==> config.mk <==
export PLATFORM = sky130hd
export DESIGN_NAME = cnc_update
export DESIGN_NICKNAME = d
export VERILOG_FILES = /design/src/hw/rtl/cnc_pkg.sv /design/src/hw/rtl/cnc_update.sv
export VERILOG_INCLUDE_DIRS = /design/src /design/src/hw/rtl
export SDC_FILE = /design/constraint.sdc
export NUM_CORES = 1
export LEC_CHECK = 0
export ABC_AREA = 1
export BUFFER_PORTS_ARGS = -buffer_cell sky130_fd_sc_hd__buf_2
export CELL_PAD_IN_SITES_DETAIL_PLACEMENT = 1
export CELL_PAD_IN_SITES_GLOBAL_PLACEMENT = 2
export CORE_MARGIN = 2
export CORE_UTILIZATION = 32
export DETAILED_ROUTE_END_ITERATION = 8
export PLACE_DENSITY = 0.85
export SLEW_MARGIN = 5
export SYNTH_ARGS = -nofsm -noshare
export SYNTH_HDL_FRONTEND = slang
export SYNTH_SLANG_ARGS = --single-unit
==> constraint.sdc <==
create_clock -name clk -period 2.6 [get_ports clk]
set_input_delay 0.39 -clock clk [delete_from_list [all_inputs] [get_ports clk]]
set_output_delay 0.39 -clock clk [all_outputs]
set_load 0.02 [all_outputs]
==> src/hw/rtl/coverage_novelty_check_macros.svh <==
// Assertion macros shared by the coverage novelty check RTL.
`ifndef COVERAGE_NOVELTY_CHECK_MACROS_SVH
`define COVERAGE_NOVELTY_CHECK_MACROS_SVH

// Same-cycle implication, off while reset is high
`define CNC_ASSERT_NOW(label, clk, rst, ante, cons) \
  label: assert property (@(posedge clk) disable iff (rst) (ante) |-> (cons)) \
    else $error("coverage novelty check: same-cycle rule broken");

// Next-cycle implication, off while reset is high
`define CNC_ASSERT_NEXT(label, clk, rst, ante, cons) \
  label: assert property (@(posedge clk) disable iff (rst) (ante) |=> (cons)) \
    else $error("coverage novelty check: next-cycle rule broken");

`endif

==> src/hw/rtl/cnc_pkg.sv <==
// Shared types, codes and classification functions of the coverage novelty check.
`default_nettype none
package cnc_pkg;

  localparam int MapEntriesDefault = 65536;
  localparam int CfgW              = 17;
  localparam int ByteW             = 8;
  localparam int MapBytesReset     = 65536;

  // Trace selector codes; the spare code selects the crash map
  localparam logic [1:0] FuncMain    = 2'd0;
  localparam logic [1:0] FuncTimeout = 2'd1;
  localparam logic [1:0] FuncCrash   = 2'd2;
  localparam logic [1:0] FuncSpare   = 2'd3;

  // Byte lanes of one virgin word
  localparam logic [1:0] LaneMain    = 2'd0;
  localparam logic [1:0] LaneTimeout = 2'd1;
  localparam logic [1:0] LaneCrash   = 2'd2;

  // Novelty codes
  localparam logic [1:0] NovNone   = 2'd0;
  localparam logic [1:0] NovCounts = 2'd1;
  localparam logic [1:0] NovTuples = 2'd2;

  // One virgin word: the three maps' bytes at one map position
  typedef logic [2:0][ByteW-1:0] vword_t;

  // Item handed from the accept stage to the update stage
  typedef struct packed {
    logic [1:0]       lane;
    logic [ByteW-1:0] cls;
    logic             last;
  } s1_item_t;

  // Bucket a raw hit count into its count class
  function automatic logic [ByteW-1:0] bucket(input logic [ByteW-1:0] raw);
    logic [ByteW-1:0] b;
    if (raw <= 8'd2)        b = raw;
    else if (raw == 8'd3)   b = 8'd4;
    else if (raw <= 8'd7)   b = 8'd8;
    else if (raw <= 8'd15)  b = 8'd16;
    else if (raw <= 8'd31)  b = 8'd32;
    else if (raw <= 8'd127) b = 8'd64;
    else                    b = 8'd128;
    return b;
  endfunction

  // Bucket, then simplify for hang and crash traces
  function automatic logic [ByteW-1:0] classify(input logic [ByteW-1:0] raw,
                                                input logic [1:0] func);
    logic [ByteW-1:0] b;
    b = bucket(raw);
    if (func != FuncMain) begin
      b = (b == '0) ? 8'd1 : 8'd128;
    end
    return b;
  endfunction

  // Virgin map lane that a selector code names
  function automatic logic [1:0] lane_of(input logic [1:0] func);
    logic [1:0] l;
    if (func == FuncMain)         l = LaneMain;
    else if (func == FuncTimeout) l = LaneTimeout;
    else                          l = LaneCrash;
    return l;
  endfunction

endpackage
`default_nettype wire

==> src/hw/rtl/cnc_update.sv <==
// Update stage: merge read data with forwarding, clear hit bits, track novelty.
`default_nettype none
`include "coverage_novelty_check_macros.svh"
module cnc_update #(
  parameter int AW = $clog2(cnc_pkg::MapEntriesDefault)
) (
  input  logic                      clk,
  input  logic                      rst,
  input  logic                      rd_en,
  input  logic [AW-1:0]             rd_addr,
  input  cnc_pkg::s1_item_t         item,
  input  cnc_pkg::vword_t           rd_data,
  output logic                      s1_free,
  output logic                      wr_en,
  output logic [AW-1:0]             wr_addr,
  output cnc_pkg::vword_t           wr_data,
  output logic                      out_valid,
  input  logic                      out_ready,
  output logic [cnc_pkg::ByteW-1:0] out_cls,
  output logic [1:0]                out_nov,
  output logic                      out_last
);

  logic                      s1_valid;
  cnc_pkg::s1_item_t         s1_item;
  logic [AW-1:0]             s1_addr;
  logic                      adv;
  logic                      fwd_valid;
  logic [AW-1:0]             fwd_addr;
  cnc_pkg::vword_t           fwd_data;
  cnc_pkg::vword_t           cur;
  logic [cnc_pkg::ByteW-1:0] v;
  logic                      hit;
  logic [1:0]                nov;
  logic [1:0]                nov_next;

  // Advance when the output register is free or being taken
  assign adv     = s1_valid && (!out_valid || out_ready);
  assign s1_free = !s1_valid || adv;

  // Take the word written on the same edge this item was read
  assign cur = (fwd_valid && (fwd_addr == s1_addr)) ? fwd_data : rd_data;
  assign v   = cur[s1_item.lane];
  assign hit = |(s1_item.cls & v);

  // Clear the hit bits in the selected lane and raise novelty
  always_comb begin
    wr_data = cur;
    wr_data[s1_item.lane] = v & ~s1_item.cls;
    nov_next = nov;
    if (hit) begin
      if (v == 8'hFF) begin
        nov_next = cnc_pkg::NovTuples;
      end else if (nov != cnc_pkg::NovTuples) begin
        nov_next = cnc_pkg::NovCounts;
      end
    end
  end

  assign wr_en   = adv;
  assign wr_addr = s1_addr;

  // Hold the item beside its read word until it advances
  always_ff @(posedge clk) begin
    if (rst) begin
      s1_valid <= 1'b0;
    end else if (s1_free) begin
      s1_valid <= rd_en;
    end
  end

  always_ff @(posedge clk) begin
    if (rd_en) begin
      s1_item <= item;
      s1_addr <= rd_addr;
    end
  end

  // Record the write that races the read on the same edge
  always_ff @(posedge clk) begin
    if (rst) begin
      fwd_valid <= 1'b0;
    end else if (rd_en) begin
      fwd_valid <= wr_en;
    end
  end

  always_ff @(posedge clk) begin
    if (wr_en) begin
      fwd_addr <= wr_addr;
      fwd_data <= wr_data;
    end
  end

  // Running novelty, restarted after the last byte
  always_ff @(posedge clk) begin
    if (rst) begin
      nov <= cnc_pkg::NovNone;
    end else if (adv) begin
      nov <= s1_item.last ? cnc_pkg::NovNone : nov_next;
    end
  end

  // Output register
  always_ff @(posedge clk) begin
    if (rst) begin
      out_valid <= 1'b0;
    end else if (adv) begin
      out_valid <= 1'b1;
    end else if (out_ready) begin
      out_valid <= 1'b0;
    end
  end

  always_ff @(posedge clk) begin
    if (adv) begin
      out_cls  <= s1_item.cls;
      out_nov  <= nov_next;
      out_last <= s1_item.last;
    end
  end

  `CNC_ASSERT_NOW(a_no_read_while_stalled, clk, rst, s1_valid && !adv, !rd_en)
  `CNC_ASSERT_NEXT(a_nov_restarts, clk, rst, adv && s1_item.last,
                   nov == cnc_pkg::NovNone)
  `CNC_ASSERT_NEXT(a_tuples_stay, clk, rst,
                   adv && !s1_item.last && (nov == cnc_pkg::NovTuples),
                   nov == cnc_pkg::NovTuples)

endmodule
`default_nettype wire

==> impl_metrics.toml, run 1 <==
[synthesis]
synth_edf_count = 78
synth_area_leaders = "edfxtp_1 60%, nand2_1 8.5%, nand3_1 4.5%"
synthMostInstantiatedCell = "nand2_1"
yosys.area.top_type_share_pct = 59.8
synth_top_cell_by_area = "edfxtp_1"
yosys_register_bits = 83
seq_area_frac_synth_pct = 62.4
ys_dominant_reg_cell = "edfxtp_1"
yosysWarnings = 0
synth_cells = 375
avgSynthCellArea_um2 = 10.4
synth_commonest_cells = "89 x nand2_1, 78 x edfxtp_1, 35 x nand3_1"
synth_area_um2 = 3920
async_reset_ff_share_pct = 0
synthDistinctLibCells = 29
syn_nets = 430

[clock_network]
numCtsBuffers = 9
cts_tree = "built"
clock_sinks = 83
clock_path_buffers = 2
cts_hold_buf = 0
clkLatencyLatePin_ps = 330
path_clk_slew_ps = 60
root_buffer = "clkbuf_16"
h-tree-depth = 3

[global_route]
grt_use_total_pct = 19.6
grt_pass1_vias = 3640
grt_max_degree = 52
antenna_found_initial = 1
grt_pass1_wl_um = 19600
overflow = 0

[timing]
tns_ps = -6470
tightest_slew_ps = 1000
hold_viol = 0
drv_slew = 0
final-setup-viol-count = 28
relSlewSlack_pct = 32.8
clock.fmax_mhz = 341
skew_ps = 4.36
rsz0062_at_grt = "true"
fin_crit_sh_pct = 113
timing.final.ws_setup_ps = -337
finalCriticalPeriod_ps = 2940

[cells_and_area]
fin_area_um2 = 5830
area_delta_synth_final_pct = 48.9
n_fill_cell = 1321
num-nets-final = 592
finalNonFillerCells = 689
drive_gt1_share_pct = 45.1

[setup_path]
crit_fanout = 6
cp-start-kind = "flop"
cp.required_ps = 2210
critPathKind = "reg -> out"
arrival_ps = 2550
worstSetupEndpointType = "primary output"
reg2reg_slack_ps = -100

[route]
vias = 3502
routed_via_density = 5.08
antenna_left = 0
wl_um = 13000
dr.pass1.iters = 6
post_drt_wl_per_cell_um = 18.9
drt_iter0_markers = 219
route.detailed.drc = 0

[placed_design]
dpl-instance-area_um2 = 4730
gp_congestion = 0.778
dp_slack_ps = -93.5
dp.cells = 632
portBuffers = 108
dpl.hpwl_um = 8060

[job]
maxCapViolCount = 0

[floorplan]
rows = 40
io_pins = 109
dieArea_um2 = 13100
die_x_um = 115
start_util_pct = 32.7
core_um2 = 12000
die_h_um = 115

[power_and_ir_drop]
power.density_nw_per_um2 = 607
ir_drop_uv = 317
p_leak_nw = 2.53
power_mw = 3.54

[outcome]
status = "finished with violations"
violations = "setup timing"

[worst_hold_path]
hold_class = "in -> reg"
routing by layer:
| metal | vias up | track usage, % | wire length [um] |
|---|---|---|---|
| met5 | - | 0 | 0 |
| met4 | 0 | 7.32 | 229 |
| met3 | 21 | 2.75 | 471 |
| met2 | 92 | 33.8 | 6830 |
| met1 | 1737 | 24.9 | 5470 |
| li1 | 1652 | - | - |
critical path, stage by stage (launching register included):
cell      delay [ps]
edfxtp_1         420
inv_2             80
o21ai_1           70
nor2_1           160
nand2_2          110
nor2_8           170
buf_6            120
nand3_4          130
buf_6            160
nand2_4           50
nand3_2           80
nand2_2          120
a21oi_2           50
inv_2             70
nor2_4            50
o21ai_1          130
inv_1             90
buf_6            140
path summary, 6_finish.rpt:
kind,start,endpoint,cells past startpoint
max,wr_addr[5],wr_data[22],17
min reg2reg,wr_addr[15],fwd_addr[15],0
max reg2reg,fwd_addr[8],out_nov[0],17
min,item[6],s1_item[6],1
timing repair:
action,in CTS,in global routing
pin swaps,28,45
setup buffers,22,12
endpoints found under the setup margin,25,28
cloned,6,2
gates resized for setup,69,45
layout by cell type (no fill, tap or decap), types with 3 or more instances in the layout:
| cell type | count |
|---|---|
| buf_2 | 87 |
| edfxtp_1 | 78 |
| nand2_1 | 76 |
| buf_4 | 37 |
| nand3_1 | 30 |
| nand4_1 | 25 |
| inv_1 | 23 |
| buf_6 | 22 |
| nand2_2 | 19 |
| nor2_1 | 18 |
| a21oi_1 | 12 |
| clkbuf_16 | 11 |
| inv_2 | 9 |
| a21o_1 | 8 |
| buf_12 | 8 |
| nand3_2 | 7 |
| o21a_1 | 7 |
| a21oi_2 | 6 |
| o21ai_1 | 5 |
| nor2_2 | 5 |
| nor3_4 | 5 |
| dfxtp_1 | 5 |
| xnor2_1 | 3 |
| xnor2_2 | 3 |
| nor2_4 | 3 |
| nand3_4 | 3 |
| o21ai_2 | 3 |
| buf_16 | 3 |
kinds of logic (layout without fill, tap and decap cells):
| group | after synthesis | count (layout) | synth area share (%) |
|---|---|---|---|
| other | 0 | 1 | 0 |
| AOI/OAI and AO/OA | 46 | 46 | 7.19 |
| buffers and inverters | 44 | 207 | 5.05 |
| xor gates and xnor gates | 6 | 6 | 1.34 |
| DFF | 83 | 83 | 62.4 |
| and+or+nand+nor | 196 | 199 | 24.0 |
flip-flops by register name, summed over array words and instances (netlist names):
name,cells
fwd_addr,16
fwd_data,24
fwd_valid,1
nov,2
out_cls,8
out_last,1
out_nov,2
out_valid,1
s1_item,11
s1_valid,1
wr_addr,16
power breakdown:
group / internal (mW) / switching (mW)
Combinational: 0.317 / 0.431
Sequential: 1.57 / 0.0562
Clock: 0.643 / 0.524
Total: 2.53 / 1.01
final cells by class:
| class | count | area [um^2] | area share [%] |
|---|---|---|---|
| diodes | 1 | 2.50 | 0.0429 |
| clock buffers | 11 | 233 | 3.99 |
| clock inverters | 4 | 28.8 | 0.494 |
| inverters | 32 | 120 | 2.06 |
| multi-input cells | 251 | 1550 | 26.6 |
| flip-flops and latches | 83 | 2440 | 41.9 |
| well taps | 147 | 184 | 3.16 |
| repair buffers | 160 | 1270 | 21.8 |
stage by stage:
step                hold WS, ps  util (%)
floorplan                   427         -
global placement            454      39.5
detailed placement          461      39.5
CTS                         217      45.9
global route                216      48.7
finish                      228      48.7
Power figures use the tool's default switching activity.
==> run 2, diff against run 1 <==
Settings changed: CAP_MARGIN from default to 25, CORE_MARGIN 2 to default.
==> run 2 against run 1 <==
Sequential power about the same. Clock skew rose by 2.9 ps. Wire length shrank 6.1%. Cell count is the same. Critical path type unchanged. Flip-flop and latch count stayed put. Total power shrank 0.40%. Maximum frequency up 2.1%. Clock power barely moved. The run still ends with setup timing left. Largest power group unchanged. Final area is 2.7% lower. Sequential share of layout area up 1.2 points. Non-clock buffer count increased by 3.
==> impl_metrics.toml, run 2 (same netlist as run 1, synthesis figures left out) <==
[timing]
tightest_slew_ps = 708
rsz0062_at_grt = "true"
timing.final.ws_setup_ps = -277
skew_ps = 7.26
tns_ps = -5880
final-setup-viol-count = 29
clock.fmax_mhz = 348
fin_crit_sh_pct = 111
relSlewSlack_pct = 52.7
timing.hold.ws_ps = 224
hold_viol = 0
drv_slew = 0
finalCriticalPeriod_ps = 2880

[floorplan]
rows = 40
core_um2 = 12000
die_h_um = 113
die_x_um = 113
io_pins = 109
start_util_pct = 32.7
dieArea_um2 = 12700

[cells_and_area]
drive_gt1_share_pct = 44.8
num-nets-final = 592
n_fill_cell = 1358
top_register = "fwd_data"
final_cell_mix = "85 x buf_2, 78 x edfxtp_1, 71 x nand2_1"
final_core_util_pct = 47.4
antenna_cells = 0
area_delta_synth_final_pct = 44.8
final_common_cell = "buf_2"
largest_register_ffs = 24
finalNonFillerCells = 689
fin_area_um2 = 5670

[route]
drt_iter0_markers = 146
wl_um = 12200
dr.pass1.iters = 4
post_drt_wl_per_cell_um = 17.7
routed_via_density = 4.94
route.detailed.drc = 0
antenna_left = 0
vias = 3401

[clock_network]
cts_tree = "built"
clock_sinks = 83
cts_hold_buf = 0
clock_path_buffers = 2
root_buffer = "clkbuf_16"
clkLatencyLatePin_ps = 340
numCtsBuffers = 9
h-tree-depth = 3
path_clk_slew_ps = 70

[setup_path]
cp-start-kind = "flop"
arrival_ps = 2490
critPathKind = "reg -> out"
cp.required_ps = 2210
reg2reg_slack_ps = -230
worstSetupEndpointType = "primary output"
reg2reg_depth = 16
reg2reg_to = "out_nov[0]"
r2r_start = "wr_addr[14]"
crit_fanout = 24

[worst_hold_path]
hold_end = "wr_addr[5]"
whs_path_depth = 1
hold_class = "in -> reg"
min_from = "rd_addr[5]"

[global_route]
grt_pass1_wl_um = 18600
antenna_found_initial = 0
overflow = 0
grt_pass1_vias = 3693
grt_max_degree = 33
grt_use_total_pct = 19.3

[power_and_ir_drop]
comb_power_share_pct = 20.2
power.share.sequential_pct = 46.0
power.density_nw_per_um2 = 622
ir_drop_uv = 398
p_switching_mw = 1.01
p_leak_nw = 2.50
internal_power_mw = 2.52
power_frac_clock_pct = 33.8
swShare_pct = 28.7

[placed_design]
gp_congestion = 0.821
dp.cells = 639
dpl.hpwl_um = 8170
portBuffers = 108
dpl-instance-area_um2 = 4770

[outcome]
violations = "setup timing"
status = "finished with violations"

[job]
maxCapViolCount = 0
[run 2: cell types whose count changed in the layout (fill, tap and decap cells not counted), sizes merged]
cell / previous run / this run
clkinv: 2 / 3
clkbuf: 13 / 9
diode: 1 / 0
buf: 158 / 163
inv: 32 / 34
nand3: 40 / 37
[run 2: power by group through the flow]
stage | registers, mW | logic [mW] | clock network [mW]
detailed placement | 1.65 | 0.556 | 0
CTS | 1.62 | 0.643 | 1.21
finish | 1.62 | 0.711 | 1.19
global route | 1.63 | 0.763 | 1.25
global placement | 1.64 | 0.545 | 0
floorplan | 1.67 | 0.288 | 0
[run 2: metrics by stage]
step,total power [mW],setup WS (ps)
after global placement,2.19,-29.7
after CTS,3.48,-318
after floorplan,1.96,193
after detailed placement,2.20,-142
final,3.53,-277
after global routing,3.65,-452
[run 2: worst max-delay path by stage]
stage	slack (ps)	startpoint	cells past startpoint	end
6_report	-280	wr_addr[10]	12	wr_data[14]
5_1_grt	-450	wr_addr[6]	14	wr_data[14]
4_1_cts	-320	wr_addr[11]	14	wr_data[7]
3_5_place_dp	-140	wr_addr[6]	15	wr_data[22]
3_3_place_gp	-30	wr_addr[1]	13	wr_data[18]
2_1_floorplan	190	wr_addr[8]	12	wr_data[22]
[run 2: critical path, stage by stage, from the launching register on]
cell	delay, ps
edfxtp_1	430
xnor2_1	210
nand2_1	120
nor2_4	190
buf_12	190
nand4_1	180
nand3_2	140
nand2_2	60
a21oi_2	150
inv_2	60
nor2_4	120
o21a_1	170
buf_6	120
[run 2: cell type report]
| class | count | area [um^2] | share of cell area (%) |
|---|---|---|---|
| Tap cell | 147 | 184 | 3.24 |
| Clock inverter | 7 | 50.0 | 0.883 |
| Multi-Input combinational cell | 248 | 1480 | 26.1 |
| Inverter | 32 | 120 | 2.12 |
| Sequential cell | 83 | 2440 | 43.1 |
| Timing Repair Buffer | 163 | 1170 | 20.7 |
| Clock buffer | 9 | 225 | 3.97 |
[run 2: repair_timing]
item | in CTS | in global routing
cloned | 1 | 0
pin swaps | 22 | 27
buffers inserted | 25 | 9
endpoints found under the setup margin | 24 | 29
resized for setup | 58 | 52
[run 2: metal layers]
layer	GRT usage [%]	routed length [um]	vias up
li1	-	-	1638
met5	0	0	-
met1	22.4	5050	1630
met3	3.29	594	25
met4	9.51	293	0
met2	34.2	6260	108
