--- config.mk ---
export PLATFORM = sky130hd
export DESIGN_NAME = cnc_seq
export DESIGN_NICKNAME = d
export VERILOG_FILES = /design/src/hw/rtl/cnc_pkg.sv /design/src/hw/rtl/cnc_seq.sv
export VERILOG_INCLUDE_DIRS = /design/src /design/src/hw/rtl
export SDC_FILE = /design/constraint.sdc
export NUM_CORES = 1
export LEC_CHECK = 0
export ABC_AREA = 1
export BUFFER_PORTS_ARGS = -buffer_cell sky130_fd_sc_hd__buf_4
export CORE_MARGIN = 2
export CORE_UTILIZATION = 40
export DETAILED_ROUTE_END_ITERATION = 10
export SYNTH_ARGS = -nofsm -noshare
export SYNTH_HDL_FRONTEND = slang
export SYNTH_SLANG_ARGS = --single-unit
--- constraint.sdc ---
create_clock -name clk -period 6.5 [get_ports clk]
set_input_delay 0.65 -clock clk [delete_from_list [all_inputs] [get_ports clk]]
set_output_delay 0.65 -clock clk [all_outputs]
set_load 0.02 [all_outputs]
--- src/hw/rtl/coverage_novelty_check_macros.svh ---
// Assertion macros shared by the coverage novelty check RTL.
`ifndef COVERAGE_NOVELTY_CHECK_MACROS_SVH
`define COVERAGE_NOVELTY_CHECK_MACROS_SVH

// Same-cycle implication, off while reset is high
`define CNC_ASSERT_NOW(label, clk, rst, ante, cons) \
  label: assert property (@(posedge clk) disable iff (rst) (ante) |-> (cons)) \
    else $error("coverage novelty check: same-cycle rule broken");

// Next-cycle implication, off while reset is high
`define CNC_ASSERT_NEXT(label, clk, rst, ante, cons) \
  label: assert property (@(posedge clk) disable iff (rst) (ante) |=> (cons)) \
    else $error("coverage novelty check: next-cycle rule broken");

`endif

--- src/hw/rtl/cnc_pkg.sv ---
// Shared types, codes and classification functions of the coverage novelty check.
`default_nettype none
package cnc_pkg;

  localparam int MapEntriesDefault = 65536;
  localparam int CfgW              = 17;
  localparam int ByteW             = 8;
  localparam int MapBytesReset     = 65536;

  // Trace selector codes; the spare code selects the crash map
  localparam logic [1:0] FuncMain    = 2'd0;
  localparam logic [1:0] FuncTimeout = 2'd1;
  localparam logic [1:0] FuncCrash   = 2'd2;
  localparam logic [1:0] FuncSpare   = 2'd3;

  // Byte lanes of one virgin word
  localparam logic [1:0] LaneMain    = 2'd0;
  localparam logic [1:0] LaneTimeout = 2'd1;
  localparam logic [1:0] LaneCrash   = 2'd2;

  // Novelty codes
  localparam logic [1:0] NovNone   = 2'd0;
  localparam logic [1:0] NovCounts = 2'd1;
  localparam logic [1:0] NovTuples = 2'd2;

  // One virgin word: the three maps' bytes at one map position
  typedef logic [2:0][ByteW-1:0] vword_t;

  // Item handed from the accept stage to the update stage
  typedef struct packed {
    logic [1:0]       lane;
    logic [ByteW-1:0] cls;
    logic             last;
  } s1_item_t;

  // Bucket a raw hit count into its count class
  function automatic logic [ByteW-1:0] bucket(input logic [ByteW-1:0] raw);
    logic [ByteW-1:0] b;
    if (raw <= 8'd2)        b = raw;
    else if (raw == 8'd3)   b = 8'd4;
    else if (raw <= 8'd7)   b = 8'd8;
    else if (raw <= 8'd15)  b = 8'd16;
    else if (raw <= 8'd31)  b = 8'd32;
    else if (raw <= 8'd127) b = 8'd64;
    else                    b = 8'd128;
    return b;
  endfunction

  // Bucket, then simplify for hang and crash traces
  function automatic logic [ByteW-1:0] classify(input logic [ByteW-1:0] raw,
                                                input logic [1:0] func);
    logic [ByteW-1:0] b;
    b = bucket(raw);
    if (func != FuncMain) begin
      b = (b == '0) ? 8'd1 : 8'd128;
    end
    return b;
  endfunction

  // Virgin map lane that a selector code names
  function automatic logic [1:0] lane_of(input logic [1:0] func);
    logic [1:0] l;
    if (func == FuncMain)         l = LaneMain;
    else if (func == FuncTimeout) l = LaneTimeout;
    else                          l = LaneCrash;
    return l;
  endfunction

endpackage
`default_nettype wire

--- src/hw/rtl/cnc_seq.sv ---
// Map position counter, length register and post-reset clearing pass.
`default_nettype none
`include "coverage_novelty_check_macros.svh"
module cnc_seq #(
  parameter int MAP_ENTRIES = cnc_pkg::MapEntriesDefault,
  parameter int AW          = $clog2(MAP_ENTRIES)
) (
  input  logic                     clk,
  input  logic                     rst,
  input  logic                     cfg_wr,
  input  logic [cnc_pkg::CfgW-1:0] map_bytes,
  input  logic                     step,
  output logic [AW-1:0]            idx,
  output logic                     last,
  output logic                     clr_busy,
  output logic [AW-1:0]            clr_addr
);

  localparam int LenW     = $clog2(MAP_ENTRIES + 1);
  localparam int CmpW     = (LenW > cnc_pkg::CfgW) ? LenW : cnc_pkg::CfgW;
  localparam int LenReset = (MAP_ENTRIES < cnc_pkg::MapBytesReset) ?
                            MAP_ENTRIES : cnc_pkg::MapBytesReset;

  logic [LenW-1:0] len;
  logic [LenW-1:0] len_next;
  logic [AW-1:0]   pos;
  logic [LenW-1:0] pos_inc;
  logic [CmpW-1:0] cfg_ext;

  // Clamp the written length to 1 .. MAP_ENTRIES
  always_comb begin
    cfg_ext = CmpW'(map_bytes);
    if (cfg_ext == '0) begin
      len_next = LenW'(1);
    end else if (cfg_ext > CmpW'(MAP_ENTRIES)) begin
      len_next = LenW'(MAP_ENTRIES);
    end else begin
      len_next = LenW'(cfg_ext);
    end
  end

  // Flag the last byte of an execution
  assign pos_inc = LenW'(pos) + LenW'(1);
  assign last    = (pos_inc >= len);
  assign idx     = pos;

  // Hold the length, advance the position
  always_ff @(posedge clk) begin
    if (rst) begin
      len <= LenW'(LenReset);
      pos <= '0;
    end else begin
      if (cfg_wr) begin
        len <= len_next;
      end
      if (step) begin
        pos <= last ? '0 : pos_inc[AW-1:0];
      end
    end
  end

  // Sweep every virgin word once after reset
  always_ff @(posedge clk) begin
    if (rst) begin
      clr_busy <= 1'b1;
      clr_addr <= '0;
    end else if (clr_busy) begin
      if (clr_addr == AW'(MAP_ENTRIES - 1)) begin
        clr_busy <= 1'b0;
      end
      clr_addr <= clr_addr + AW'(1);
    end
  end

  `CNC_ASSERT_NOW(a_no_step_while_clearing, clk, rst, clr_busy, !step)
  `CNC_ASSERT_NEXT(a_clear_runs_once, clk, rst, !clr_busy, !clr_busy)
  `CNC_ASSERT_NOW(a_len_in_range, clk, rst, 1'b1,
                  (len != '0) && (len <= LenW'(MAP_ENTRIES)))

endmodule
`default_nettype wire

==> summary by stage, run 1 <==
Status
The flow ran to the end, and the final reports show no timing, DRC or antenna violations.

Flow run
The tool flagged a number of max-cap violations equal to 0.

Timing
Setup repair after global routing left no endpoint under its margin. The actual transition at the worst max-transition pin is 0.9082 ns. Measured against its own limit, the worst slew margin works out to 39.39%. Clock skew on the completed layout was measured at 0.007964 ns. In the finished design, the share of the clock period the worst path needs comes to 56.27%.

The number of max-slew violations in the final report came to 0. The final number of hold-violating endpoints is 0. Subtracting the final worst setup slack from the clock period gives 3.657 ns. Setup violations remaining at the end of the flow were counted as 0. Based on the critical path, the design can be clocked at up to 273.4 MHz. On the final layout, the worst hold slack is 0.4716 ns.

The sum of negative setup slack is 0 ns.

Pwr
The analysis attributes to cell leakage a power of 1.628 nW. Across the VDD grid, the largest voltage drop is 0.1016 mV. For this design the ratio of total power to cell area is 178.2 mW/mm^2.

Route
The number of remaining DRC errors is 0. In this run, the number of DRC markers left after iteration 0 of detailed routing was 149. The number of nets still failing antenna checks after routing is 0.

The total detailed-routing wirelength is 6984 um. Dividing the detail-routed wire length by the instance count gives 11.34 um. In the routed layout, each cell is associated on average with a via count of 4.794. The via count of the routed design is 2953. The first-pass detailed-route iteration total is 4.

Floorplanning
The die covers 0.008363 sq mm. The floorplan step set the die width to 91.45 um. The height of the die is 91.45 um. After floorplanning, the core was divided into 31 placement rows. The placeable core area is 0.007331 sq mm. Pin placement for this block handled 55 I/O pins. The starting utilization of the core area is 41.73%.

Clock tree
The number of buffers added for setup after CTS is 0. The post-CTS clock slew at the launch and capture registers of the worst setup and hold paths is 0.09 ns. The count of clock tree sinks is 50. CTS built an H-tree with a depth of 2. Post-CTS repair changed the size of 0 cells. The master cell of the clock root buffer is sky130_fd_sc_hd__clkbuf_8. The clock latency of the later-clocked register in the worst-skew pair is 0.31 ns.

The clock tree from TritonCTS is done. The worst-case clock buffer depth is 2. The number of buffers added to fix hold violations after cts is 0. The number of CTS-inserted buffers is 5.

Layout
The cell area after layout is 0.003674 sq mm. The synthesis-to-layout area growth is 20.08%. The area of combinational cells with multiple inputs is 0.001742 sq mm. The number of cells in the finished layout apart from fillers is 616. The area occupied by registers is 0.001001 sq mm. Fill cells in the final layout number 791. The post-route netlist has 17.02% of its cells at a drive strength greater than 1. The number of nets in the layout is 556. The count of inserted antenna diode cells is 0.

Global route
The wire length of the first global-routing pass is 12200 um. For this run the aggregate overflow at the end of global routing stands at 0. The largest net degree at the start of global routing is 41. The total global routing track utilization is 17.43%. The number of global-route vias before repair is 2795. The number of antenna violations at the first check in global routing is 0.

Synthesis
Sorting the synthesized cells by how often they occur yields 126 x sky130_fd_sc_hd__nand2_1, 66 x sky130_fd_sc_hd__inv_1, 54 x sky130_fd_sc_hd__nor2_1. Ranked by total cell area, the synthesized netlist is headed by sky130_fd_sc_hd__dfxtp_1 33%, sky130_fd_sc_hd__nand2_1 15%, sky130_fd_sc_hd__inv_1 8.1%. After synthesis, the mean cell area works out to 6.551 sq um. Yosys printed 0 warnings.

In the synthesized netlist, the number of instances is 467. The share of synthesized area spent on multiplexers is 0%. Summing every instance area after synthesis gives 0.003059 sq mm. The synthesized flop and latch total is 50. The number of enable-type register cells in the synthesized netlist is 0. The distinct cell type count after synthesis is 33. In the post-synthesis netlist, the cell with the most instances is sky130_fd_sc_hd__nand2_1. Summing the areas of all compound-gate instances in the mapped netlist gives 11.37% of the synthesized area.

By area, the combinational part of the netlist is dominated by simple AND/OR/NAND/NOR gates. Of the total synthesized cell area, the portion taken by XOR and XNOR cells is 1.718%. Summed over its instances, the top area cell type makes up 32.72% of the synthesized netlist area. Sequential elements use 32.72% of the synthesized area. In the synthesized netlist the dominant register cell turns out to be sky130_fd_sc_hd__dfxtp_1. The adder and majority cell fraction of the synthesized area is 7.771%.

The synthesized netlist devotes 36.07% of its cell area to simple gates. Of all cell types, the one taking the most synthesized area is sky130_fd_sc_hd__dfxtp_1. After synthesis, the share of flip-flops with an asynchronous set or reset is 0%.

The number of nets in the synthesized netlist is 507.

Critical path
The slack of the worst reg-to-reg path is 3.71 ns. The kind of cell with the highest combined delay along the critical path is simple AND/OR/NAND/NOR gates. The endpoint arrival time on the critical path is 3.01 ns.

The maximum fanout encountered on the critical timing path is 17. The critical path class is flip-flop to output pin. On the worst path, the slowest cell contributes a delay of 0.45 ns. The kind of start point of the critical path is a flip-flop.

The cell that appears most often on the critical path is sky130_fd_sc_hd__nand2_1. The worst setup path is captured at an output pin. The buffering stage count on the worst path with inverters included is 2. The required time of the critical path is 5.85 ns. The critical path goes through ha_1 > nand2_2 > nor2_4 > nand2_1 > nor2_1 > nand2_1 > nand2_1 > inv_1 > ha_1 > nand2_1 > nor2_1 > and2_1 > nand2_1 > nand2_1 > buf_4. The master of the slowest instance on the critical path is sky130_fd_sc_hd__dfxtp_1.

Place
The routability-driven placement congestion ratio is 0.8926. Once placement finished, the instance area stood at 0.003531 sq mm. After detailed placement, the design holds a cell count of 608. Port buffering added 54 buffers. Summed over all nets, the half-perimeter wirelength after detailed placement is 5377 um.

Worst hold path
The worst hold path belongs to the class flip-flop to flip-flop.
-- area by class of cell --
type,count,share of cell area (%)
Tap cell,99,3.372
Clock inverter,2,1.635
Sequential cell,50,27.25
Multi-Input combinational cell,336,47.41
Clock buffer,6,2.248
Inverter,69,7.050
Timing Repair Buffer,54,11.04
-- power by group --
| group | internal [mW] | total [mW] | switching (mW) | leakage [nW] |
|---|---|---|---|---|
| sequential | 0.313 | 0.319 | 0.00590 | 0.406 |
| clock | 0.164 | 0.271 | 0.107 | 0.0714 |
| combinational | 0.0261 | 0.0650 | 0.0390 | 1.15 |
| total | 0.503 | 0.655 | 0.151 | 1.63 |
-- worst min-delay path, cell delays in order, from the launching register on --
cell                      delay, ns
sky130_fd_sc_hd__dfxtp_1       0.32
sky130_fd_sc_hd__nand2_1       0.06
sky130_fd_sc_hd__a21oi_1       0.05
-- stage by stage --
stage / util, % / power, mW / setup slack, ns
global placement: 48.17 / 0.3906 / 3.164
global route: 50.11 / 0.6852 / 2.520
detailed placement: 48.17 / 0.3916 / 3.142
CTS: 50.11 / 0.6615 / 2.788
floorplan: - / 0.3672 / 3.421
finish: 50.11 / 0.6546 / 2.843
-- metal layers --
layer | wire, um | vias to the layer above | track usage, %
li1 | - | 1577 | -
met2 | 3429 | 52 | 31.56
met5 | 0 | - | 0
met1 | 3193 | 1315 | 21.50
met3 | 261 | 9 | 2.324
met4 | 99 | 0 | 4.672
-- final timing paths --
kind / startpoint / end / cells after the start
worst min-delay path: len[12] / len[12] / 2
worst max register to register: idx[0] / idx[2] / 15
worst min register to register: len[12] / len[12] / 2
worst max-delay path: idx[0] / last / 15
-- kinds of logic after synthesis --
| logic type | count (synthesis) |
|---|---|
| and+or+nand+nor | 246 |
| buffers and inverters | 81 |
| AOI/OAI and AO/OA | 65 |
| DFF | 50 |
| adders and majority gates | 19 |
| xor gates and xnor gates | 6 |
-- cells in the final DEF, fill, tap and decap left out --
cell | synthesis | routed
sky130_fd_sc_hd__and2_1 | 1 | 1
sky130_fd_sc_hd__clkbuf_8 | 0 | 6
sky130_fd_sc_hd__o21ai_0 | 10 | 10
sky130_fd_sc_hd__nand4_1 | 7 | 7
sky130_fd_sc_hd__nor3b_1 | 3 | 3
sky130_fd_sc_hd__nor3_1 | 5 | 5
sky130_fd_sc_hd__or2_2 | 2 | 2
sky130_fd_sc_hd__o21a_1 | 2 | 2
sky130_fd_sc_hd__a211oi_2 | 1 | 1
sky130_fd_sc_hd__nor2_1 | 54 | 54
sky130_fd_sc_hd__nand3b_1 | 1 | 1
sky130_fd_sc_hd__nand3_4 | 1 | 1
sky130_fd_sc_hd__buf_4 | 1 | 54
sky130_fd_sc_hd__xnor2_1 | 1 | 1
sky130_fd_sc_hd__nand2_4 | 1 | 1
sky130_fd_sc_hd__o21bai_1 | 1 | 1
sky130_fd_sc_hd__nand3_1 | 28 | 28
sky130_fd_sc_hd__dfxtp_1 | 50 | 50
sky130_fd_sc_hd__ha_1 | 19 | 19
sky130_fd_sc_hd__bufinv_16 | 0 | 2
sky130_fd_sc_hd__inv_1 | 66 | 66
sky130_fd_sc_hd__nor2_4 | 7 | 7
sky130_fd_sc_hd__a31oi_1 | 1 | 1
sky130_fd_sc_hd__o21ai_1 | 3 | 3
sky130_fd_sc_hd__nand2_1 | 126 | 126
sky130_fd_sc_hd__xor2_1 | 5 | 5
sky130_fd_sc_hd__nand2_2 | 7 | 7
sky130_fd_sc_hd__nor2_2 | 3 | 3
sky130_fd_sc_hd__o31ai_1 | 1 | 1
sky130_fd_sc_hd__inv_2 | 3 | 3
sky130_fd_sc_hd__o21ai_2 | 1 | 1
sky130_fd_sc_hd__a21oi_1 | 45 | 45
-- registers in the layout (all words and copies together) (netlist names) --
register,count
clr_addr,16
clr_busy,1
len,17
idx,16
Power figures use the tool's default switching activity.
==> inputs of run 2 (changes only) <==
ABC_AREA = 0   (was 1)
clock period = 3.21 ns   (was 6.5 ns; I/O delays follow)
==> summary by stage, run 2 <==
Layout
The area growth from synthesis to layout is 32.84%. The share of layout cells above drive strength 1 is 29.97% (+13 points). The number of nets in the layout is 437 (-21%). More flip-flops sit in one register than any other, and that register is len.

The library cell used most frequently in the layout, excluding fill and tap cells, is sky130_fd_sc_hd__buf_4. The count of fill cells added during filler insertion is 640 (-19%). The post-layout utilization of the core is 53.93% (+3.8 points). The area occupied by registers is 0.001025 sq mm (+2.4%).

Leaving out fill and tap cells, the most frequent cells in the layout are 80 x sky130_fd_sc_hd__buf_4, 41 x sky130_fd_sc_hd__dfxtp_1, 36 x sky130_fd_sc_hd__nand2_1. The number of flip-flops under the largest register name is 17 (unchanged). The count of inserted antenna diode cells came to 0 (unchanged). The area of combinational cells with multiple inputs is 0.001663 sq mm (-4.5%).

Synthesis
The synthesized area is 0.002713 sq mm (-11%). The fraction of registers with async set/reset is 0% (unchanged). The area fraction of the dominant cell type after synthesis is 36.90% (+4.2 points).

The fraction of synthesized cell area in xor and xnor cells is 8.395% (+6.7 points). The simple-gate share of the synthesized area is 22.79% (-13 points). By area the synthesized netlist is led by sky130_fd_sc_hd__dfxtp_1 37%, sky130_fd_sc_hd__ha_1 8.8%, sky130_fd_sc_hd__xor2_1 5.5%.

The number of instances in the synthesized netlist is 323 (-31%). The sequential area share after synthesis came to 36.90% (+4.2 points). In the post-synthesis netlist, the cell with the most instances is sky130_fd_sc_hd__dfxtp_1. The adder and majority cell fraction of the synthesized area is 8.764% (+0.99 points).

The number of enable-type register cells in the synthesized netlist was 0 (unchanged). The distinct cell type count after synthesis came to 33 (unchanged). Summed over all instances, the cell type with the most area after synthesis is sky130_fd_sc_hd__dfxtp_1. The post-synthesis compound-gate area fraction is 14.71% (+3.3 points).

The number of nets in the synthesized netlist is 363 (-28%). By count the netlist is led by 50 x sky130_fd_sc_hd__dfxtp_1, 37 x sky130_fd_sc_hd__nand2_1, 35 x sky130_fd_sc_hd__nor2_1. The combinational family with the most area after synthesis is simple AND/OR/NAND/NOR gates. The share of synthesized area spent on multiplexers came to 2.214% (+2.2 points). The synthesized flop and latch total is 50 (unchanged).

The average size of a mapped cell is 8.398 sq um (+28%). Among all flip-flop cells after synthesis, the most frequent one is sky130_fd_sc_hd__dfxtp_1. The yosys synthesis warning count is 0 (unchanged).

Pwr
The standby leakage power is 1.585 nW (-2.6%). The net switching component of the power came to 0.3156 mW (+110%). The clock network power share came to 31.5% (-9.9 points).

The total internal power is 0.8590 mW (+71%). The largest vdd supply drop came to 0.2234 mV (+120%). The power share of the sequential group is 54.7% (+6.0 points).

The share of total power in combinational logic is 13.8% (+3.9 points). The switching power as a share of total power came to 26.87% (+3.7 points). The power density of the placed cells is 326.0 mW/mm^2 (+83%).

Place
The routability-driven placement congestion ratio is 0.8245 (-7.6%). The sum of net half-perimeters after detailed placement came to 4890 um (-9.1%). The count of input and output buffers is 54 (unchanged).

Timing
The post-route clock skew is 0.007490 ns (-0.0004734 ns). The actual transition at the worst max-transition pin was 0.5494 ns (-0.3588 ns). The number of setup violations in the final report is 0 (unchanged). The worst slew slack as a fraction of its limit was 63.04% (+24 points). Counting I/O delays and the setup requirement, the final critical path takes 3.039 ns.

The final number of hold-violating endpoints is 0 (unchanged). In the finished design, the share of the clock period the worst path needs comes to 94.69%. The number of max-slew violations in the final report came to 0 (unchanged).

The sum of negative setup slack is 0 ns (unchanged). Based on the critical path, the design can be clocked at up to 329.0 MHz.

Critical path
The worst setup path is captured at an output pin. In this run the critical register-to-register path is captured at idx[4]. The largest stage delay on the critical path came to 0.39 ns (-0.06 ns). The reg-to-reg critical path startpoint is idx[1]. The required time of the critical path is 2.89 ns (-2.96 ns).

The critical path is of the flip-flop to output pin type. In this design, the critical path's most frequently occurring cell is sky130_fd_sc_hd__and4_1. The signal on the critical path passes through ha_4 > nand3_4 > nor2_4 > and4_1 > xor2_2 > ha_1 > and4_1 > nand2_1 > a21oi_1 > a2111oi_4 > nand2_2 > buf_6. STA classifies the critical path startpoint as a flip-flop.

The master of the slowest instance on the critical path is sky130_fd_sc_hd__dfxtp_4. The path depth of the worst reg2reg path is 13 (-2). The endpoint arrival time on the critical path is 2.72 ns (-0.29 ns). The buffering stage count on the worst path with inverters included came to 1 (-1). The maximum fanout encountered on the critical timing path is 3 (-14). The slack of the worst reg-to-reg path is 0.34 ns (-3.37 ns). Grouping stages by cell kind, the critical path spends the most delay in simple AND/OR/NAND/NOR gates.

Global route
The number of antenna violations at the first check in global routing came to 0 (unchanged). The total grt overflow is 0 (unchanged). The number of global-route vias before repair is 2348 (-16%). The wire length of the first global-routing pass is 10960 um (-10%). The largest net degree at the start of global routing is 34 (-17%). The total global routing track utilization is 18.30% (+0.86 points).

Route
The number of nets still failing antenna checks after routing is 0 (unchanged). The violation count after the first detailed-route iteration is 107 (-28%). The via count of the routed design came to 2462 (-17%).

The routed wire length per instance is 14.21 um (+25%). The via density per instance is 5.161 (+7.7%). The total detailed-routing wirelength came to 6776 um (-3.0%).

The number of remaining DRC errors is 0 (unchanged). The first-pass detailed-route iteration total is 4 (unchanged).

Floorplanning
The starting utilization of the core area is 40.60% (-1.1 points). The placeable core area is 0.006681 sq mm (-8.9%). The width of the die is 86.35 um (-5.6%). The floorplan row count was 30 (-3.2%). The total die area is 0.007456 sq mm (-11%). The number of placed I/O pins is 55 (unchanged).

The height of the die is 86.35 um (-5.6%).

Worst hold path
The beginning of the worst hold path is map_bytes[11]. The worst hold-check path type is input pin to flip-flop. The depth of the worst hold-timing path was 3 (+1). The endpoint with the worst hold slack is len[11].

Clock tree
The tree is rooted in a sky130_fd_sc_hd__clkbuf_8. The count of clock tree sinks is 50 (unchanged). The level count of the clock H-tree is 2 (unchanged). The worst-case clock buffer depth is 2 (unchanged). The number of buffers added to fix hold violations after cts is 0 (unchanged). The post-CTS clock slew at the launch and capture registers of the worst setup and hold paths is 0.10 ns (about the same). The number of CTS-inserted buffers is 5 (unchanged). The clock latency of the later-clocked register in the worst-skew pair came to 0.31 ns (about the same). TritonCTS built the clock tree.

Status
The flow ran to the end, and the final reports show no timing, DRC or antenna violations.

Flow run
The number of maximum-capacitance violations is 0 (unchanged).
==> run 2: cell count changes in the layout (fill, tap and decap cells not counted), moves of 10 or more <==
cell and delta:
sky130_fd_sc_hd__a21oi_1 -37, sky130_fd_sc_hd__a2bb2oi_1 +15, sky130_fd_sc_hd__buf_4 +26, sky130_fd_sc_hd__inv_1 -41, sky130_fd_sc_hd__nand2_1 -90, sky130_fd_sc_hd__nand3_1 -15, sky130_fd_sc_hd__nor2_1 -20, sky130_fd_sc_hd__xor2_1 +10
==> run 2: cell families after synthesis <==
group	Yosys count
DFF	50
xor gates and xnor gates	26
adders and majority gates	19
AOI/OAI and AO/OA	53
and+or+nand+nor	127
buffers and inverters	42
muxes	6
==> run 2: worst max-delay path by stage <==
stage,from,cells after the start,end
global route,idx[0],13,last
floorplan,idx[4],13,last
detailed placement,idx[1],13,idx[4]
CTS,idx[3],13,last
global placement,idx[1],13,idx[4]
finish,idx[1],12,last
==> run 2: power groups by stage <==
stage	combinational, mW	sequential, mW	clock (mW)
4_1_cts	0.158	0.644	0.381
2_1_floorplan	0.0820	0.665	0
3_5_place_dp	0.152	0.658	0
3_3_place_gp	0.149	0.658	0
5_1_grt	0.180	0.644	0.411
6_report	0.162	0.642	0.370
==> run 2: area by class of cell <==
class,instances,area share [%]
Tap cell,80,2.778
Timing Repair Buffer,83,17.60
Clock inverter,2,0.4167
Sequential cell,50,28.44
Multi-Input combinational cell,231,46.15
Inverter,26,2.708
Clock buffer,5,1.910
==> run 2: stage by stage <==
step           total power [mW]  setup WS, ns  std cells  area [sq um]  hold slack [ns]
3_3_place_gp             0.8066        0.1587        458          3279           0.4725
4_1_cts                   1.182     0.0007438        471          3466           0.2520
3_5_place_dp             0.8103       0.07106        458          3279           0.4814
6_report                  1.175        0.1705        477          3603           0.2532
2_1_floorplan            0.7466       0.02914        323          2718           0.4514
5_1_grt                   1.234     -0.003412        477          3603           0.2602
==> run 2: layer usage <==
metal / GRT usage (%) / vias to the layer above / share of wire [%]
li1: - / 1275 / -
met1: 24.45 / 1124 / 46
met2: 30.21 / 56 / 48
met3: 3.429 / 7 / 4.5
met4: 5.256 / 0 / 1.0
met5: 0 / - / 0
==> run 2: timing repair <==
| item | in CTS | in global routing |
|---|---|---|
| endpoints found under the setup margin | 1 | 3 |
| pin swaps | 7 | 11 |
| gates resized for setup | 14 | 25 |
| buffers inserted | 6 | 6 |
==> run 2: worst register-to-register path, cell delays in order, from the launching register on <==
cell and delay (ns):
sky130_fd_sc_hd__dfxtp_4 0.39, sky130_fd_sc_hd__ha_4 0.15, sky130_fd_sc_hd__nand3_4 0.09, sky130_fd_sc_hd__nor2_4 0.12, sky130_fd_sc_hd__and4_1 0.26, sky130_fd_sc_hd__xor2_2 0.21
sky130_fd_sc_hd__ha_1 0.28, sky130_fd_sc_hd__and4_1 0.18, sky130_fd_sc_hd__nand2_1 0.08, sky130_fd_sc_hd__a21oi_1 0.07, sky130_fd_sc_hd__a2111oi_4 0.33, sky130_fd_sc_hd__buf_4 0.18
sky130_fd_sc_hd__nand3_1 0.22, sky130_fd_sc_hd__o211ai_1 0.24
==> inputs of run 3 (changes only) <==
BUFFER_PORTS_ARGS = unset   (was -buffer_cell sky130_fd_sc_hd__buf_4)
DONT_BUFFER_PORTS = 1   (was unset)
==> summary by stage, run 3 (synthesis results as in run 2) <==
Status
The run finished with clean final reports.

Layout
The share of layout cells above drive strength 1 is 17.30% (-13 points). The number of nets in the layout is 380 (-13%). The number of flip-flops under the largest register name is 17 (unchanged). The top cell types in the final layout, fill and taps aside, are 46 x sky130_fd_sc_hd__dfxtp_1, 36 x sky130_fd_sc_hd__nand2_1, 34 x sky130_fd_sc_hd__nor2_1.

Ranked by flip-flop count, first place goes to len. The count of fill cells added during filler insertion was 668 (+4.4%). The area occupied by registers was 0.001011 sq mm (-1.3%).

The library cell used most frequently in the layout, excluding fill and tap cells, is sky130_fd_sc_hd__dfxtp_1. The synthesis-to-layout area growth is 16.33%. The area of combinational cells with multiple inputs is 0.001650 sq mm (-0.75%).

The count of inserted antenna diode cells is 0 (unchanged). The cell area after layout is 0.003156 sq mm (-12%).

Floorplanning
The placeable core area is 0.006681 sq mm (unchanged). The floorplan row count was 30 (unchanged). The width of the die is 86.35 um (unchanged).

The starting utilization of the core area was 40.60% (unchanged). The number of placed I/O pins is 55 (unchanged). The total die area is 0.007456 sq mm (unchanged). The height of the die is 86.35 um (unchanged).

Timing
The number of max-slew violations in the final report was 0 (unchanged). The number of setup violations in the final report is 0 (unchanged). The achievable frequency is 328.0 MHz (-0.31%). Setup repair after global routing left no endpoint under its margin.

The sum of negative setup slack is 0 ns (unchanged). The fraction of the cycle the final worst path needs was 94.98% (+0.29 points). The post-route clock skew came to 0.01383 ns (+0.006335 ns).

The final number of hold-violating endpoints was 0 (unchanged). The actual transition at the worst max-transition pin is 1.135 ns (+0.5855 ns). The worst slew slack as a fraction of its limit is 24.06% (-39 points). The final critical path time including I/O delays and setup is 3.049 ns (+0.009451 ns).

Clock tree
The number of buffers added to fix hold violations after cts is 0 (unchanged). The count of clock tree sinks came to 50 (unchanged). The post-CTS clock slew at the launch and capture registers of the worst setup and hold paths was 0.11 ns (about the same). TritonCTS built the clock tree.

The level count of the clock H-tree came to 2 (unchanged). The master cell of the clock root buffer is sky130_fd_sc_hd__clkbuf_8. The clock latency of the later-clocked register in the worst-skew pair is 0.32 ns (about the same). The number of CTS-inserted buffers came to 5 (unchanged). The worst-case clock buffer depth is 2 (unchanged).

Worst hold path
The path class of the tightest hold or removal check is input pin to flip-flop. The beginning of the worst hold path is rst.

Route
The routed wire length per instance is 15.90 um (+12%). The via density per instance is 5.537 (+7.3%). The via count of the routed design is 2331 (-5.3%). The number of nets still failing antenna checks after routing is 0 (unchanged). The total detailed-routing wirelength is 6692 um (-1.2%).

The first-pass detailed-route iteration total came to 4 (unchanged). The violation count after the first detailed-route iteration was 114 (+6.5%). The number of remaining DRC errors is 0 (unchanged).

Critical path
The maximum fanout encountered on the critical timing path is 6 (+3). The worst setup path is captured at an output pin. The worst register-to-register path begins at idx[2]. The worst setup path is of the flip-flop to output pin kind. The endpoint arrival time on the critical path is 2.73 ns (about the same). The required time of the critical path is 2.89 ns (about the same). The worst setup path endpoint is last. The first element of the critical path is idx[2]. The path depth of the worst reg2reg path is 14 (+1). The kind of start point of the critical path is a flip-flop. The slack of the worst reg-to-reg path is 0.20 ns (-0.14 ns).

In this run the critical register-to-register path is captured at idx[13].

Pwr
The standby leakage power is 1.293 nW (-18%). The power density of the placed cells came to 369.7 mW/mm^2 (+13%). The largest vdd supply drop was 0.1660 mV (-26%).

Global route
The number of global-route vias before repair came to 2240 (-4.6%). The total global routing track utilization is 18.00% (-0.30 points). The wire length of the first global-routing pass was 10650 um (-2.8%).

The largest net degree at the start of global routing is 34 (unchanged). The total grt overflow is 0 (unchanged). The number of antenna violations at the first check in global routing is 0 (unchanged).

Flow run
The number of maximum-capacitance violations is 0 (unchanged).

Place
The sum of net half-perimeters after detailed placement is 4951 um (+1.2%). The total placed instance area was 0.002927 sq mm (-11%). The count of input and output buffers is 0 (-100%).

The routability-driven placement congestion ratio came to 0.7969 (-3.3%).
-- run 3: cell count changes in the layout (fill, tap and decap cells not counted), sizes merged --
cell,change
inv,+1
clkinvlp,-2
buf,-57
clkinv,+2
-- run 3: stage by stage --
step	hold slack, ns	worst slack [ns]	std cells	power [mW]	util (%)
6_report	0.06301	0.1611	421	1.167	47.23
5_1_grt	0.02214	0.005833	421	1.222	47.23
4_1_cts	0.04938	0.0008518	420	1.171	45.49
3_5_place_dp	0.3992	0.003449	411	0.7667	43.80
3_3_place_gp	0.3961	0.1426	411	0.7641	43.80
2_1_floorplan	0.4514	0.02914	323	0.7466	-
-- run 3: how the worst min path moves through the flow --
| stage | cells after the start | slack, ns | to |
|---|---|---|---|
| finish | 1 | 0.06 | clr_addr[9] |
| global route | 1 | 0.02 | clr_addr[7] |
| CTS | 1 | 0.05 | clr_addr[15] |
| detailed placement | 1 | 0.40 | clr_addr[13] |
| global placement | 1 | 0.40 | clr_addr[10] |
| floorplan | 2 | 0.45 | len[16] |
-- run 3: power breakdown --
part	internal, mW	leakage [nW]	total (mW)	switching [mW]
logic	0.0501	0.835	0.109	0.0593
clock network	0.162	0.0502	0.408	0.246
registers	0.634	0.408	0.649	0.0144
total	0.847	1.29	1.17	0.320
-- run 3: critical path, stage by stage (launching register included) --
cell and delay (ns):
sky130_fd_sc_hd__dfxtp_4 0.39, sky130_fd_sc_hd__nand3_2 0.10, sky130_fd_sc_hd__nor3_2 0.23, sky130_fd_sc_hd__and3_4 0.23, sky130_fd_sc_hd__nand3_1 0.09, sky130_fd_sc_hd__nand2_1 0.10, sky130_fd_sc_hd__nand2_1 0.06, sky130_fd_sc_hd__ha_1 0.29
sky130_fd_sc_hd__and4_4 0.21, sky130_fd_sc_hd__nand2_1 0.07, sky130_fd_sc_hd__a21oi_1 0.06, sky130_fd_sc_hd__a2111oi_4 0.42, sky130_fd_sc_hd__nand2_4 0.16
-- run 3: repair_timing --
item,in CTS,in global routing
buffers inserted,1,1
pin swaps,2,8
endpoints found under the hold margin,0,0
endpoints found under the setup margin,7,12
gates resized for setup,3,24
-- run 3: layout make-up --
cell class	instances	share of cell area [%]
sequential	50	32.04
tap	80	3.172
inverter	26	3.093
clock buffer	5	2.181
timing repair buffer	26	6.305
multi-input combinational	231	52.30
clock inverter	3	0.9120
-- run 3: layer usage --
layer	track usage (%)	wire, um	up-vias
met5	0	0	-
met4	3.835	40	0
met3	6.095	472	4
met2	30.35	3246	66
met1	22.34	2933	1100
li1	-	-	1161
